$ cat src/rtl/core/rsa_pkg.sv
// ----------------------------------------------------------------------------
// rsa_pkg: shared types and constants of the slot allocator
// table geometry, scan grouping, codes, word layouts and control structs
// ----------------------------------------------------------------------------
`default_nettype none

package rsa_pkg;

  localparam int SLOT_COUNT  = 256;
  localparam int COUNT_BITS  = 16;
  localparam int SLOT_BITS   = (SLOT_COUNT > 2) ? $clog2(SLOT_COUNT) : 1;
  localparam int HINT_BITS   = $clog2(SLOT_COUNT + 1);

  // free-slot scan looks at one group of in-use bits per cycle
  localparam int GROUP_SHIFT = 4;
  localparam int GROUP_SIZE  = 1 << GROUP_SHIFT;
  localparam int GROUP_COUNT = (SLOT_COUNT + GROUP_SIZE - 1) / GROUP_SIZE;
  localparam int GRP_BITS    = (GROUP_COUNT > 1) ? $clog2(GROUP_COUNT) : 1;
  localparam int PAD_COUNT   = GROUP_COUNT * GROUP_SIZE;

  localparam logic [COUNT_BITS-1:0] COUNT_MAX = '1;

  localparam int IDX_W    = 8;
  localparam int HANDLE_W = 32;
  localparam int POS_W    = 63;
  localparam int FLAGS_W  = 32;
  localparam int OP_W     = 2;
  localparam int RES_W    = 2;

  localparam int IN_DATA_W  = 136;
  localparam int OUT_DATA_W = 48;

  localparam logic [OP_W-1:0] OP_ALLOC   = 2'd0;
  localparam logic [OP_W-1:0] OP_RELEASE = 2'd1;
  localparam logic [OP_W-1:0] OP_ADDREF  = 2'd2;

  localparam logic [RES_W-1:0] RES_OK     = 2'd0;
  localparam logic [RES_W-1:0] RES_FULL   = 2'd1;
  localparam logic [RES_W-1:0] RES_UNUSED = 2'd2;
  localparam logic [RES_W-1:0] RES_SAT    = 2'd3;

  typedef struct packed {
    logic take;
    logic scan;
    logic commit;
  } rsa_cmd_t;

  typedef struct packed {
    logic scan_hit;
    logic scan_last;
    logic out_free;
  } rsa_status_t;

endpackage

`default_nettype wire

$ cat src/rtl/core/rsa_ctrl.sv
// ----------------------------------------------------------------------------
// rsa_ctrl: request sequencer
// takes one request, runs the free-slot scan for allocates, then commits
// ----------------------------------------------------------------------------
`default_nettype none

module rsa_ctrl (
  input  wire logic                    clk,
  input  wire logic                    rst,
  input  wire logic                    s_axis_tvalid,
  input  wire logic [rsa_pkg::OP_W-1:0] op,
  input  wire rsa_pkg::rsa_status_t    status,
  output logic                         s_axis_tready,
  output rsa_pkg::rsa_cmd_t            cmd
);
  import rsa_pkg::*;

  typedef enum logic [2:0] {
    S_IDLE = 3'b001,
    S_SCAN = 3'b010,
    S_EXEC = 3'b100
  } state_t;

  state_t state, state_next;

  always_ff @(posedge clk) begin
    if (rst) begin
      state <= S_IDLE;
    end else begin
      state <= state_next;
    end
  end

  always_comb begin
    state_next = state;
    case (state)
      S_IDLE: begin
        if (s_axis_tvalid) begin
          state_next = (op == OP_ALLOC) ? S_SCAN : S_EXEC;
        end
      end
      S_SCAN: begin
        if (status.scan_hit || status.scan_last) begin
          state_next = S_EXEC;
        end
      end
      S_EXEC: begin
        if (status.out_free) begin
          state_next = S_IDLE;
        end
      end
      default: state_next = S_IDLE;
    endcase
  end

  assign s_axis_tready = (state == S_IDLE);
  assign cmd.take      = (state == S_IDLE) && s_axis_tvalid;
  assign cmd.scan      = (state == S_SCAN);
  assign cmd.commit    = (state == S_EXEC) && status.out_free;

endmodule

`default_nettype wire

$ cat config.mk
export PLATFORM = sky130hd
export DESIGN_NAME = rsa_ctrl
export DESIGN_NICKNAME = d
export VERILOG_FILES = /design/src/rtl/core/rsa_pkg.sv /design/src/rtl/core/rsa_ctrl.sv
export SDC_FILE = /design/constraint.sdc
export NUM_CORES = 1
export LEC_CHECK = 0
export BUFFER_PORTS_ARGS = -buffer_cell sky130_fd_sc_hd__buf_2
export CORE_AREA = 2 2 39 41
export CTS_CLUSTER_DIAMETER = 120
export DETAILED_ROUTE_END_ITERATION = 8
export DIE_AREA = 0 0 41 43
export PLACE_DENSITY_LB_ADDON = 0.25
export SYNTH_ARGS = -nofsm -noshare
export SYNTH_HDL_FRONTEND = slang
export SYNTH_SLANG_ARGS = --single-unit
$ cat constraint.sdc
create_clock -name clk -period 1.36 [get_ports clk]
set_clock_uncertainty 0.1 [all_clocks]
set_input_delay 0 -clock clk [delete_from_list [all_inputs] [get_ports clk]]
set_output_delay 0 -clock clk [all_outputs]
set_load 0.01 [all_outputs]
== Word-level counts from Yosys, hierarchy flattened ==
Index checks and enable logic that the tools add are counted.
Operators by class
  multiplexer cells: 5
  reduce and logical (&&, ||, !) cells: 5
  equal/unequal tests: 6
Operators by type and width (count)
  $mux W3: 4
  $pmux W3 S3: 1
  $ne A2 B2 Y1 const B: 2
  $eq A3 B1 Y1 const B: 1
  $eq A3 B2 Y1 const B: 1
  $eq A3 B3 Y1 const B: 1
  $reduce_and A3 Y1: 1
  $logic_and A1 B1 Y1: 2
  $logic_not A2 Y1: 1
  $ne A2 B1 Y1 const B: 1
  $logic_or A1 B1 Y1: 1
Storage, ports and cells
  output and inout bits: 4
  bits of input ports: 8
  word-level logic and storage cells: 17
  flip-flop bits (word level): 3

== Depth between registers and ports, before layout ==
  depth in word-level cells: 4
  gate-level depth with buffers: 4
  gate-level depth less buffers: 4

== Worst setup path before layout ==
No wires, ideal clock.
  kind: register to register
  from: register state[1]
  to: register state[1]
  data required time: 1.195 ns
  cell stages (with the launch flop): 5
  data arrival time: 1.015 ns
  path buffers: 0
  setup slack: 0.180 ns
  library setup time: 0.065 ns
  clock period less this slack: 1.180 ns
  cells stage by stage: dfxtp_1 -> inv_2 -> nor3_2 -> a22oi_1 -> nor2_1
RTL lines
  start, declared: RTL line rsa_ctrl.sv:24  | state_t state, state_next;
  start signal, assigned: RTL line rsa_ctrl.sv:30  | state <= state_next;

==> results_dict.tcl <==
set metrics [dict create \
    powerDensity_mw_per_mm2 1047 \
    final_cell_mix "11 x buf_2, 5 x nor2_1, 3 x a21oi_1, 3 x clkbuf_4" \
    wl_per_cell_um 8.368 \
    cp.depth 3 \
    vias 223 \
    syn-num-nets 32 \
    cts_buffers 3 \
    vdd_drop_max_mv 0.2550 \
    clk_latency_ps 230 \
    die_w_um 41 \
    slew_headroom_pct 82.76 \
    viasPerCell 3.912 \
    required_ps 1260 \
    routed_wl_um 477 \
    r2r_cells 3 \
    place_congestion 0.6732 \
    rsz0062_at_grt "false" \
    crit_family "simple AND/OR/NAND/NOR gates" \
    final_util_pct 22.78 \
    grt_max_degree 8 \
    initial_core_util_pct 14.10 \
    slew_violations 0 \
    synthCells 24 \
    end_kind "output pin" \
    drc 0 \
    post_cts_buffers 0 \
    grtUsageMet2_pct 7.813 \
    core_area_mm2 0.001384 \
    crit_buf_inv 1 \
    htree_levels 1 \
    worst_pin_slew_ps 257.2 \
    clock_path_buffers 2 \
    worstPathMaxFanout 6 \
    dieArea_mm2 0.001763 \
    nNetsFinal 50 \
    cts_tree "done" \
    largestRegisters "state (3)" \
    crit_type "reg2out" \
    grt_pass1_vias 205 \
    cts.sinks 3 \
    crit_path_start_kind "flop" \
    setup_viol 0 \
    yosysSeqAreaShare_pct 30.77 \
    antenna_found_initial 0 \
    fin_crit_sh_pct 90.99 \
    port_buffers 11 \
    netlist-cell-type-count 15 \
    grt_pass1_wl_um 745 \
    top_usage_layer "met4" \
    nFillCells 164 \
    met3_usage_pct 1.571 \
    path_cells "nand2b_1 > nor3b_2 > buf_2" \
    firstDrtPassIters 1 \
    drv_cap 0 \
    clkTransAtPathRegs_ps 40 \
    yosysWarnings 0 \
    fmax_mhz 808.1 \
    diodes 0 \
    hold_violations 0 \
    grt_overflow 0 \
    min_period_ps 1237 \
    worstPathArrival_ps 1140 \
    rows 14 \
    cts_root_buffer "clkbuf_4" \
    die_h_um 43 \
    cp_slowest_stage_delay_ps 330 \
    grt_use_total_pct 6.921 \
    hold_path_depth 4 \
    min_path_type "in2reg" \
    syn2layout_area_growth_pct 61.54 \
    avgSynthCellArea_um2 8.133 \
    io_pins 12 \
    initialDrtViolationCount 0 \
    largest_reg_flops 3 \
    status "complete, no violations" \
    layout.cells.most_common "buf_2" \
    fin_tns_setup_ps 0 \
    cp_slowest_cell "dfxtp_1" \
    largest_register "state" \
    ys_seq_elements 3 \
    synth_area_um2 195.2 \
    dpl.hpwl_um 406.4 \
    cellLeakagePower_uw 0.0001389 \
    drive_above_1_share_pct 48.78 \
    drtAntennaViolNets 0 \
    met1_usage_pct 8.333 \
]
## power by group
part | internal, uW | switching, uW
Clock | 110 | 44.0
Combinational | 37.7 | 34.0
Sequential | 95.8 | 8.78
## worst min-delay path, stage by stage
cell	delay [ps]
buf_2	70
nor2_1	40
a22oi_1	150
nor2_1	50
## per-layer routing
metal	vias up	part of all wire (%)
met5	-	0
met4	0	0
met3	0	12
li1	122	-
met2	10	40
met1	91	47
## synthesized netlist by cell type (all sizes together)
master,instances,area share (%)
nor2,5,9.6
a21oi,3,7.7
dfxtp,3,31
nor3,3,13
nor3b,2,10
a22oi,1,3.8
inv,1,1.9
nand2b,1,3.2
nand3b,1,3.8
nor4bb,1,5.1
o21ai,1,2.6
o21bai,1,3.8
or3b,1,4.5
## cell type report
type	count	area (um2)	share of cell area, %
multi-input combinational	20	131.4	41.67
clock buffer	4	26.28	8.333
inverter	1	3.754	1.190
sequential	3	61.31	19.44
timing repair buffer	13	72.57	23.02
tap	16	20.02	6.349
## cell families (layout without fill, tap and decap cells)
family / count (synthesis) / count (layout) / synth area share (%)
AO/OA/AOI/OAI: 6 / 6 / 17.95
AND/OR/NAND/NOR: 14 / 14 / 49.36
flip-flops: 3 / 3 / 30.77
buffers and inverters: 1 / 18 / 1.921
## per-stage QoR
step	setup slack (ps)	std cells	total power (uW)	hold WS, ps	area (um2)
floorplan	179.8	24	147.1	-30.28	195.2
global placement	138.5	52	177.2	102.6	277.8
detailed placement	140.7	52	176.1	104.0	277.8
CTS	50.32	57	341.2	34.98	314.1
global route	38.09	57	353.7	70.30	315.3
finish	122.5	57	330.1	31.74	315.3
## repair_timing
item | CTS | global route
hold buffers | 1 | 0
endpoints found under the hold margin | 3 | 0
gates resized for setup | 0 | 1
setup endpoints to repair | 0 | 1
## final timing paths
check	start	to	slack (ps)
hold reg to reg	state[1]$_SDFFE_PP0P_	state[2]$_SDFFE_PP0P_	460
hold / removal	op[0]	state[1]$_SDFFE_PP0P_	30
setup / recovery	state[2]$_SDFFE_PP0P_	cmd[2]	120
setup reg to reg	state[2]$_SDFFE_PP0P_	state[0]$_SDFFE_PP1P_	140
No activity file was read; power rests on OpenSTA's default activity.
